**src/design/nsv_pkg.sv**
```systemverilog
// ----------------------------------------------------------------------------
// nsv_pkg
// Shared types, codes and character helpers for the NMEA sentence validator.
// ----------------------------------------------------------------------------
package nsv_pkg;

    localparam logic [2:0] ERR_OK        = 3'd0;
    localparam logic [2:0] ERR_NO_DOLLAR = 3'd1;
    localparam logic [2:0] ERR_LINE_END  = 3'd2;
    localparam logic [2:0] ERR_TYPE_WORD = 3'd3;
    localparam logic [2:0] ERR_NO_COMMA  = 3'd4;
    localparam logic [2:0] ERR_CHECKSUM  = 3'd5;
    localparam logic [2:0] ERR_SHORT     = 3'd6;

    localparam logic [1:0] TYPE_UNKNOWN = 2'd0;
    localparam logic [1:0] TYPE_GPGLL   = 2'd1;
    localparam logic [1:0] TYPE_GPGGA   = 2'd2;

    localparam logic [7:0] CH_DOLLAR = 8'h24;
    localparam logic [7:0] CH_STAR   = 8'h2A;
    localparam logic [7:0] CH_COMMA  = 8'h2C;
    localparam logic [7:0] CH_LF     = 8'h0A;
    localparam logic [7:0] CH_CR     = 8'h0D;
    localparam logic [7:0] CH_UPPER_A = 8'd65;
    localparam logic [7:0] CH_UPPER_Z = 8'd90;

    // Running sentence state as seen with the current byte applied
    typedef struct packed {
        logic [7:0] pos;        // position of the current byte
        logic [2:0] hdr_err;
        logic [1:0] type_bits;  // bit0 GPGLL, bit1 GPGGA
        logic [6:0] comma;
        logic [7:0] xor_sum;
        logic [7:0] b0;         // current byte
        logic [7:0] b1;         // one byte back
        logic [7:0] b2;
        logic [7:0] b3;
        logic [7:0] b4;         // four bytes back
    } nsv_snap_t;

    function automatic logic [7:0] gll_char(input logic [2:0] idx);
        logic [7:0] c;
        case (idx)
            3'd0:    c = 8'h47; // G
            3'd1:    c = 8'h50; // P
            3'd2:    c = 8'h47; // G
            3'd3:    c = 8'h4C; // L
            3'd4:    c = 8'h4C; // L
            default: c = 8'h00;
        endcase
        return c;
    endfunction

    function automatic logic [7:0] gga_char(input logic [2:0] idx);
        logic [7:0] c;
        case (idx)
            3'd0:    c = 8'h47; // G
            3'd1:    c = 8'h50; // P
            3'd2:    c = 8'h47; // G
            3'd3:    c = 8'h47; // G
            3'd4:    c = 8'h41; // A
            default: c = 8'h00;
        endcase
        return c;
    endfunction

    // {valid, digit}
    function automatic logic [4:0] hex_digit(input logic [7:0] c);
        logic [4:0] r;
        r = 5'd0;
        if (c >= 8'h30 && c <= 8'h39) r = {1'b1, 4'(c - 8'h30)};
        else if (c >= 8'h61 && c <= 8'h66) r = {1'b1, 4'(c - 8'h57)};
        else if (c >= 8'h41 && c <= 8'h46) r = {1'b1, 4'(c - 8'h37)};
        return r;
    endfunction

    function automatic logic is_space(input logic [7:0] c);
        return (c == 8'h20) || (c >= 8'h09 && c <= 8'h0D);
    endfunction

    // Two-character hex value, read with leading space/sign like strtol
    function automatic logic [7:0] parse_pair(input logic [7:0] c1, input logic [7:0] c2);
        logic [4:0] d1;
        logic [4:0] d2;
        logic [7:0] v;
        d1 = hex_digit(c1);
        d2 = hex_digit(c2);
        v  = 8'd0;
        if (d1[4]) begin
            v = d2[4] ? {d1[3:0], d2[3:0]} : {4'd0, d1[3:0]};
        end else if (is_space(c1) || c1 == 8'h2B) begin
            v = d2[4] ? {4'd0, d2[3:0]} : 8'd0;
        end else if (c1 == 8'h2D) begin
            v = d2[4] ? 8'(8'd0 - {4'd0, d2[3:0]}) : 8'd0;
        end
        return v;
    endfunction

endpackage

```
**src/design/nsv_byte_tracker.sv**
```systemverilog
// ----------------------------------------------------------------------------
// nsv_byte_tracker
// Per-byte sentence state: header checks, type match, comma count, running
// XOR and the last five bytes. Clears after the final byte of a sentence.
// ----------------------------------------------------------------------------
module nsv_byte_tracker #(
    parameter int MAX_LEN = 82
) (
    input  logic              clk,
    input  logic              rst_n,
    input  logic              take,
    input  logic [7:0]        data_byte,
    input  logic              last_byte,
    output nsv_pkg::nsv_snap_t snap
);

    logic [7:0] pos_reg;
    logic [7:0] xor_reg;
    logic       stopped_reg;
    logic [7:0] r0_reg, r1_reg, r2_reg, r3_reg;
    logic [2:0] hdr_err_reg;
    logic [1:0] type_bits_reg;
    logic [6:0] comma_reg;

    logic [7:0] pos_next;
    logic [7:0] xor_next;
    logic       stopped_next;
    logic [2:0] hdr_err_next;
    logic [1:0] type_bits_next;
    logic [6:0] comma_next;
    logic [2:0] type_idx;

    assign type_idx = 3'(pos_reg[2:0] - 3'd1);

    always_comb
    begin
        hdr_err_next   = hdr_err_reg;
        type_bits_next = type_bits_reg;
        comma_next     = comma_reg;
        xor_next       = xor_reg;
        stopped_next   = stopped_reg;

        if (pos_reg == 8'd0) begin
            if (data_byte != nsv_pkg::CH_DOLLAR && hdr_err_reg == nsv_pkg::ERR_OK)
                hdr_err_next = nsv_pkg::ERR_NO_DOLLAR;
        end else if (pos_reg <= 8'd5) begin
            if ((data_byte < nsv_pkg::CH_UPPER_A || data_byte > nsv_pkg::CH_UPPER_Z) &&
                hdr_err_reg == nsv_pkg::ERR_OK)
                hdr_err_next = nsv_pkg::ERR_TYPE_WORD;
            if (data_byte != nsv_pkg::gll_char(type_idx))
                type_bits_next[0] = 1'b0;
            if (data_byte != nsv_pkg::gga_char(type_idx))
                type_bits_next[1] = 1'b0;
        end else if (pos_reg == 8'd6) begin
            if (data_byte != nsv_pkg::CH_COMMA && hdr_err_reg == nsv_pkg::ERR_OK)
                hdr_err_next = nsv_pkg::ERR_NO_COMMA;
        end else if (data_byte == nsv_pkg::CH_COMMA && comma_reg != 7'd127) begin
            comma_next = 7'(comma_reg + 7'd1);
        end

        // stop accumulating at the first star or at the length limit
        if (pos_reg != 8'd0 && !stopped_reg) begin
            if (data_byte == nsv_pkg::CH_STAR || pos_reg >= 8'(MAX_LEN))
                stopped_next = 1'b1;
            else
                xor_next = xor_reg ^ data_byte;
        end

        pos_next = (pos_reg != 8'hFF) ? 8'(pos_reg + 8'd1) : pos_reg;
    end

    always_comb
    begin
        snap.pos       = pos_reg;
        snap.hdr_err   = hdr_err_next;
        snap.type_bits = type_bits_next;
        snap.comma     = comma_next;
        snap.xor_sum   = xor_next;
        snap.b0        = data_byte;
        snap.b1        = r0_reg;
        snap.b2        = r1_reg;
        snap.b3        = r2_reg;
        snap.b4        = r3_reg;
    end

    always_ff @(posedge clk or negedge rst_n)
    begin
        if (!rst_n) begin
            pos_reg       <= 8'd0;
            xor_reg       <= 8'd0;
            stopped_reg   <= 1'b0;
            r0_reg        <= 8'd0;
            r1_reg        <= 8'd0;
            r2_reg        <= 8'd0;
            r3_reg        <= 8'd0;
            hdr_err_reg   <= nsv_pkg::ERR_OK;
            type_bits_reg <= 2'b11;
            comma_reg     <= 7'd0;
        end else if (take) begin
            if (last_byte) begin
                // sentence done: back to a clean slate
                pos_reg       <= 8'd0;
                xor_reg       <= 8'd0;
                stopped_reg   <= 1'b0;
                r0_reg        <= 8'd0;
                r1_reg        <= 8'd0;
                r2_reg        <= 8'd0;
                r3_reg        <= 8'd0;
                hdr_err_reg   <= nsv_pkg::ERR_OK;
                type_bits_reg <= 2'b11;
                comma_reg     <= 7'd0;
            end else begin
                pos_reg       <= pos_next;
                xor_reg       <= xor_next;
                stopped_reg   <= stopped_next;
                r0_reg        <= data_byte;
                r1_reg        <= r0_reg;
                r2_reg        <= r1_reg;
                r3_reg        <= r2_reg;
                hdr_err_reg   <= hdr_err_next;
                type_bits_reg <= type_bits_next;
                comma_reg     <= comma_next;
            end
        end
    end

endmodule

```
**src/design/nsv_result_eval.sv**
```systemverilog
// ----------------------------------------------------------------------------
// nsv_result_eval
// Final verdict on the closing byte and the result register toward the sink.
// ----------------------------------------------------------------------------
module nsv_result_eval (
    input  logic               clk,
    input  logic               rst_n,
    input  logic               load,
    input  logic               check_en,
    input  nsv_pkg::nsv_snap_t snap,
    input  logic               out_ready,
    output logic               out_valid,
    output logic [2:0]         error_code,
    output logic [1:0]         sentence_type,
    output logic [7:0]         field_count,
    output logic [7:0]         computed_checksum,
    output logic               has_checksum
);

    logic       out_valid_reg;
    logic [2:0] err_reg;
    logic [1:0] type_reg;
    logic [7:0] fields_reg;
    logic [7:0] csum_reg;
    logic       has_reg;

    logic [2:0] err_next;
    logic [1:0] type_next;
    logic       has_next;

    always_comb
    begin
        has_next = (snap.b4 == nsv_pkg::CH_STAR);

        if (snap.pos < 8'd5)
            type_next = nsv_pkg::TYPE_UNKNOWN;
        else if (snap.type_bits[0])
            type_next = nsv_pkg::TYPE_GPGLL;
        else if (snap.type_bits[1])
            type_next = nsv_pkg::TYPE_GPGGA;
        else
            type_next = nsv_pkg::TYPE_UNKNOWN;

        if (snap.pos < 8'd8)
            err_next = nsv_pkg::ERR_SHORT;
        else if (snap.hdr_err == nsv_pkg::ERR_NO_DOLLAR)
            err_next = nsv_pkg::ERR_NO_DOLLAR;
        else if (snap.b0 != nsv_pkg::CH_LF || snap.b1 != nsv_pkg::CH_CR)
            err_next = nsv_pkg::ERR_LINE_END;
        else if (snap.hdr_err != nsv_pkg::ERR_OK)
            err_next = snap.hdr_err;
        else if (check_en && has_next &&
                 nsv_pkg::parse_pair(snap.b3, snap.b2) != snap.xor_sum)
            err_next = nsv_pkg::ERR_CHECKSUM;
        else
            err_next = nsv_pkg::ERR_OK;
    end

    always_ff @(posedge clk or negedge rst_n)
    begin
        if (!rst_n) begin
            out_valid_reg <= 1'b0;
        end else if (load) begin
            out_valid_reg <= 1'b1;
        end else if (out_ready) begin
            out_valid_reg <= 1'b0;
        end
    end

    always_ff @(posedge clk)
    begin
        if (load) begin
            err_reg    <= err_next;
            type_reg   <= type_next;
            fields_reg <= 8'({1'b0, snap.comma} + 8'd1);
            csum_reg   <= snap.xor_sum;
            has_reg    <= has_next;
        end
    end

    assign out_valid         = out_valid_reg;
    assign error_code        = err_reg;
    assign sentence_type     = type_reg;
    assign field_count       = fields_reg;
    assign computed_checksum = csum_reg;
    assign has_checksum      = has_reg;

endmodule

```
**src/design/nmea_sentence_validator_unit.sv**
```systemverilog
// Result: registered; it shows in the cycle after the final byte of a sentence is accepted.
// Throughput: one byte per cycle unless a closing byte waits on an untaken result;
// the result register reloads as the old result is taken: sentences run back to back.
// Reset: rst_n clears sentence state and the result valid; the checksum
// check enable comes up set.
// ----------------------------------------------------------------------------
// nmea_sentence_validator_unit
// NMEA 0183 sentence checker: framing, type word, field count and checksum.
// ----------------------------------------------------------------------------
module nmea_sentence_validator_unit #(
    parameter int MAX_LEN = 82
) (
    input  logic       clk,
    input  logic       rst_n,
    input  logic       cfg_wr_en,
    input  logic       cfg_wr_data,
    input  logic       in_valid,
    output logic       in_ready,
    input  logic [7:0] data_byte,
    input  logic       last_byte,
    output logic       out_valid,
    input  logic       out_ready,
    output logic [2:0] error_code,
    output logic [1:0] sentence_type,
    output logic [7:0] field_count,
    output logic [7:0] computed_checksum,
    output logic       has_checksum
);

    logic               check_en_reg;
    logic               take;
    logic               load;
    nsv_pkg::nsv_snap_t snap;

    // only a closing byte needs a free result slot
    assign in_ready = !last_byte || !out_valid || out_ready;
    assign take     = in_valid && in_ready;
    assign load     = take && last_byte;

    always_ff @(posedge clk or negedge rst_n)
    begin
        if (!rst_n) begin
            check_en_reg <= 1'b1;
        end else if (cfg_wr_en) begin
            check_en_reg <= cfg_wr_data;
        end
    end

    nsv_byte_tracker #(
        .MAX_LEN (MAX_LEN)
    ) u_tracker (
        .clk       (clk),
        .rst_n     (rst_n),
        .take      (take),
        .data_byte (data_byte),
        .last_byte (last_byte),
        .snap      (snap)
    );

    nsv_result_eval u_eval (
        .clk               (clk),
        .rst_n             (rst_n),
        .load              (load),
        .check_en          (check_en_reg),
        .snap              (snap),
        .out_ready         (out_ready),
        .out_valid         (out_valid),
        .error_code        (error_code),
        .sentence_type     (sentence_type),
        .field_count       (field_count),
        .computed_checksum (computed_checksum),
        .has_checksum      (has_checksum)
    );

    a_load_gives_result: assert property (@(posedge clk) disable iff (!rst_n)
        load |=> out_valid)
        else $error("closing byte accepted but no result presented");

    a_csum_err_needs_star: assert property (@(posedge clk) disable iff (!rst_n)
        (out_valid && error_code == nsv_pkg::ERR_CHECKSUM) |-> has_checksum)
        else $error("checksum mismatch reported without a star mark");

    a_field_count_nonzero: assert property (@(posedge clk) disable iff (!rst_n)
        out_valid |-> (field_count != 8'd0 && field_count <= 8'd128))
        else $error("field count out of range");

    a_no_overwrite: assert property (@(posedge clk) disable iff (!rst_n)
        (out_valid && !out_ready) |-> !load)
        else $error("result overwritten before it was taken");

endmodule

```
**config.mk**
```make
export PLATFORM = sky130hd
export DESIGN_NAME = nmea_sentence_validator_unit
export DESIGN_NICKNAME = d
export VERILOG_FILES = /design/src/design/nsv_pkg.sv /design/src/design/nsv_byte_tracker.sv /design/src/design/nsv_result_eval.sv /design/src/design/nmea_sentence_validator_unit.sv
export SDC_FILE = /design/constraint.sdc
export NUM_CORES = 1
export LEC_CHECK = 0
export BUFFER_PORTS_ARGS = -buffer_cell sky130_fd_sc_hd__buf_2
export CAP_MARGIN = 20
export CORE_AREA = 2 2 92 94
export CTS_BUF_LIST = sky130_fd_sc_hd__clkbuf_8
export CTS_CLUSTER_DIAMETER = 80
export DETAILED_ROUTE_END_ITERATION = 10
export DIE_AREA = 0 0 94 96
export GPL_TIMING_DRIVEN = 0
export PLACE_DENSITY = 0.92
export SLEW_MARGIN = 40
export SYNTH_ARGS = -nofsm -noshare
export SYNTH_HDL_FRONTEND = slang
export SYNTH_SLANG_ARGS = --single-unit
```
**constraint.sdc**
```tcl
create_clock -name clk -period 5.1 [get_ports clk]
set_input_delay 1.275 -clock clk [delete_from_list [all_inputs] [get_ports clk]]
set_output_delay 1.275 -clock clk [all_outputs]
set_load 0.02 [all_outputs]
```
**After elaboration in Yosys (flattened, before gate mapping)**

Cells that the tools add are included.
W data, S select, Z words.

- Bits in registers: 85
- Output and inout port bits: 24
- Word-level logic and storage cells: 179
- Input bits: 15

- Bitwise operators: 1
- Muxes and demuxes: 67
- $add $sub $neg: 11
- Reductions and logical operators: 41
- Equality and inequality tests: 21
- $lt $le $gt $ge: 20

Operators by type and width:

| cell | count |
|---|---|
| $mux W8 | 22 |
| $mux W5 | 14 |
| $eq A8 B6 Y1 const B | 6 |
| $pmux W7 S3 | 2 |
| $ge A8 B7 Y1 const B | 5 |
| $mux W7 | 5 |
| $mux W3 | 11 |
| $le A8 B7 Y1 const B | 4 |
| $ne A8 B8 Y1 | 3 |
| $ge A8 B6 Y1 const B | 2 |
| $le A8 B6 Y1 const B | 2 |
| $logic_and A1 B1 Y1 | 16 |
| $ne A8 B4 Y1 const B | 2 |
| $ne A8 B6 Y1 const B | 2 |
| $sub A4 B3 Y4 const B | 4 |
| $add A7 B1 Y8 const B | 1 |
| $add A8 B1 Y8 const B | 1 |
| $eq A8 B3 Y1 const B | 1 |
| $ge A8 B4 Y1 const B | 1 |
| $gt A8 B7 Y1 const B | 1 |
| $le A8 B3 Y1 const B | 1 |
| $le A8 B4 Y1 const B | 1 |
| $logic_not A8 Y1 | 1 |
| $lt A8 B3 Y1 const B | 1 |
| other kinds (25) | 52 |

**Longest topological paths before layout**

- Word-level depth: 26
- Mapped depth: 14
- Depth with buffers taken out: 14

**Cells and area by module**

From an unflattened synthesis, not the netlist that was laid out.

- Cells, all modules: 581
- Area total of the unflattened synthesis: 5382.7 µm²

Modules (own cells, without submodules):

| module | area an instance (µm²) | times used | cells each | sequential area each (µm²) |
|---|---|---|---|---|
| nsv_byte_tracker | 3560.9 | 1 | 396 | 1529.0 |
| nsv_result_eval | 1745.4 | 1 | 178 | 685.7 |
| nmea_sentence_validator_unit | 76.3 | 1 | 7 | 26.3 |

**Least setup slack after synthesis**

No wires, ideal clock.

- Kind: in2reg
- Start point: input data_byte[4]
- End point: register u_eval.fields_reg[6], in the netlist u_eval.field_count[6], data pin
- Data required time: 4.836 ns
- Setup slack: 1.482 ns
- Library setup time: 0.264 ns
- Buffers on the path: 2
- Stages: 10
- Arrival: 3.354 ns
- Path through: clkbuf_1 > nor4b_2 > nand4_1 > a21oi_1 > a21boi_1 > buf_2 > mux2_2 > ha_1 > nor3b_1 > xnor2_1

- Cells in the longest elaborated chain, start to end: 7

Ends and longest elaborated chain:

| item | RTL line | source |
|---|---|---|
| start, declared | nmea_sentence_validator_unit.sv:19 | `input logic [7:0] data_byte,` |
| $eq A8 B6 Y1 | nsv_byte_tracker.sv:57 | `end else if (data_byte == nsv_pkg::CH_COMMA && comma_reg != 7'd127) begin` |
| $logic_and A1 B1 Y1 | nsv_byte_tracker.sv:57 |  |
| $mux W7 | nsv_byte_tracker.sv:57 |  |
| $mux W7 | nsv_byte_tracker.sv:54 | `end else if (pos_reg == 8'd6) begin` |
| $mux W7 | nsv_byte_tracker.sv:46 | `end else if (pos_reg <= 8'd5) begin` |
| $mux W7 | nsv_byte_tracker.sv:43 | `if (pos_reg == 8'd0) begin` |
| $add A7 B1 Y8 | nsv_result_eval.sv:75 | `fields_reg <= 8'({1'b0, snap.comma} + 8'd1);` |
| end signal, assigned | nsv_result_eval.sv:75 |  |
| end, declared | nsv_result_eval.sv:23 | `logic [7:0] fields_reg;` |

No other way between the ends.
A chain may end at the register's enable or synchronous reset.

**Final worst setup path**

Ends and elaborated chain as after synthesis.

==> impl_metrics.tcl <==
set metrics [dict create \
    outcome "finished clean" \
    criticalPathCategory "in -> reg" \
    fin_nets 633 \
    die_area_sq_um 9024 \
    clockRootBuffer "clkbuf_8" \
    synth_cells 556 \
    yosysTopAreaCellShare_pct 29.48 \
    fin_tns_setup_ps 0 \
    arrival_ps 3740 \
    holdPathStages 2 \
    drt_wl_total_um 12140 \
    grtUsageTotal_pct 28.81 \
    rows 33 \
    r2r_cells 13 \
    crit_required_ps 5220 \
    initial_core_util_pct 63.26 \
    critical_path.endpoint_type "flip-flop" \
    post_cts_resized 0 \
    area_growth_syn_to_layout_pct 10.24 \
    grt_first_pass_wirelength_um 20320 \
    syn_area_sq_um 5094 \
    overflow 0 \
    syn_nets 589 \
    synth-seq-area-share_pct 43.99 \
    yosys.area.top_type "dfrtp_1" \
    antenna_found_initial 0 \
    synth_common_cells "90 x nand2_1, 60 x dfrtp_1, 40 x nand3_1" \
    drv_slew 0 \
    ys_seq_elements 85 \
    die_w_um 94 \
    ant_nets 0 \
    min_period_over_period_pct 70.95 \
    grt_max_degree 64 \
    io_buffers 33 \
    die_h_um 96 \
    synth_edf_count 22 \
    syn_area_per_cell_sq_um 9.161 \
    post-synth-top-count-cell "nand2_1" \
    cap_violations 0 \
    first_pass_iters 7 \
    holdWs_ps 469.0 \
    clock_skew_ps 8.839 \
    clk_pin_slew_worst_paths_ps 90 \
    post_cts_buffers 0 \
    ys_warn_count 0 \
    async_flop_share_pct 74.12 \
    fmax_mhz 276.4 \
    ios 39 \
    worstHoldEndpoint "u_tracker.r3_reg[3]$_DFFE_PN0P_" \
    postCtsHoldBufs 0 \
    finalHoldViolations 0 \
    rsz0062_at_grt "false" \
    drtIter0Drc 368 \
    first_global_vias 4308 \
    crit_path_max_fanout 10 \
    clock_sinks 85 \
    tritoncts "built" \
    ir_worst_vdd_mv 0.1945 \
    cts_made_buffers 9 \
    drc 0 \
    final_core_util_pct 69.74 \
    start_kind "input port" \
    synth_area_leaders "dfrtp_1 29%, edfxtp_1 13%, nand2_1 6.6%" \
    hold_path.class "reg -> reg" \
    routed_via_density 6.366 \
    cellPowerDensity_nw_per_um2 349.8 \
    dp_hpwl_um 8519 \
    diodes 0 \
    avgRoutedWirePerCell_um 17.10 \
    insertion_delay_ps 370 \
    maxSlewHeadroom_pct 52.63 \
    vias 4520 \
    ys_types 70 \
    core_sq_um 8051 \
    drive_above_1_share_pct 11.74 \
    hp-start "u_tracker.r3_reg[3]$_DFFE_PN0P_" \
    worstReg2RegEnd "u_eval.error_code[0]$_SDFFCE_PN0P_" \
    leakage_nw 2.408 \
    reg2reg_slack_ps 1540 \
    setup_violations 0 \
    cts_max_path_buffers 2 \
    timing.rr.start "u_tracker.r1_reg[0]$_DFFE_PN0P_" \
    ys.flop_type "dfrtp_1" \
    worst_pin_slew_ps 710.5 \
    fin_crit_ps 3618 \
    place.gp.congestion 0.8502 \
    htree_levels 3 \
]
where the power goes:
group	leakage (nW)	internal (mW)	switching (mW)	total, mW
clock network	0.116	0.275	0.258	0.533
logic	1.25	0.205	0.357	0.563
registers	1.05	0.792	0.0770	0.869
total	2.41	1.27	0.692	1.96
cell usage in the layout (no fill, tap or decap), types with 3 or more instances in the layout:
cell	instances
nand2_1	90
dfrtp_1	60
nand3_1	40
buf_2	35
nor2_1	33
a21oi_1	26
o21ai_0	25
inv_1	24
clkbuf_1	22
edfxtp_1	22
xor2_1	18
ha_1	18
xnor2_1	13
nor3_1	12
o31ai_1	12
and2_1	9
clkbuf_8	9
nand4_1	8
nor2b_1	7
a31oi_1	7
o211ai_1	7
a22o_1	7
nor3b_1	6
or3_1	6
nand2b_1	4
o22ai_1	4
mux2_2	4
mux2i_1	4
nor4_1	4
a311o_1	4
o31a_1	3
o221ai_1	3
and3_1	3
dfstp_2	3
clkinv_4	3
critical path: stages:
cell and delay [ps]:
clkbuf_1 200, nor4b_2 420, nand4_1 170, a21oi_1 230, a21boi_1 290, buf_2 260, mux2_2 380, ha_1 230
nor3b_1 160, xnor2_1 130
worst max-delay path by stage:
stage	from	end	slack (ps)	cells after the start
2_1_floorplan	data_byte[4]	u_eval.field_count[6]$_DFFE_PP_	1480	10
5_1_grt	data_byte[4]	u_eval.field_count[6]$_DFFE_PP_	1330	10
4_1_cts	data_byte[4]	u_eval.field_count[6]$_DFFE_PP_	1510	10
6_report	data_byte[4]	u_eval.field_count[6]$_DFFE_PP_	1480	10
3_3_place_gp	data_byte[4]	u_eval.field_count[6]$_DFFE_PP_	1160	10
3_5_place_dp	data_byte[4]	u_eval.field_count[6]$_DFFE_PP_	1110	10
per-layer routing:
layer	up-vias	GRT usage (%)	part of all wire (%)
li1	2085	-	-
met1	2112	38.10	40
met2	267	45.54	47
met3	56	5.325	8.7
met4	0	15.10	4.3
met5	-	0	0
cell type report:
type | count | area (sq um)
Tap cell | 105 | 131.4
Multi-Input combinational cell | 421 | 2660
Clock inverter | 7 | 93.84
Inverter | 22 | 82.58
Buffer | 28 | 111.4
Fill cell | 570 | 2436
Timing Repair Buffer | 33 | 171.4
Sequential cell | 85 | 2241
Clock buffer | 9 | 123.9
per-stage QoR:
stage               cells  setup slack, ps  instance area [sq um]  power [mW]
global placement      694             1156                   5390       1.382
detailed placement    694             1113                   5394       1.416
global route          710             1327                   5615       2.056
CTS                   710             1512                   5612       1.948
floorplan             556             1482                   5094       1.270
finish                710             1482                   5615       1.964
cells by family (layout without fill, tap and decap cells):
logic type                 Yosys count  after routing  synth area share (%)
xor gates and xnor gates            33             33                 5.969
and+or+nand+nor                    243            243                 24.27
muxes                                8              8                 1.670
AOI/OAI and AO/OA                  119            119                 15.89
adders and majority gates           18             18                 4.422
DFF                                 85             85                 43.99
buffers and inverters               50             99                 3.783
No activity file was read; power rests on OpenSTA's default activity.
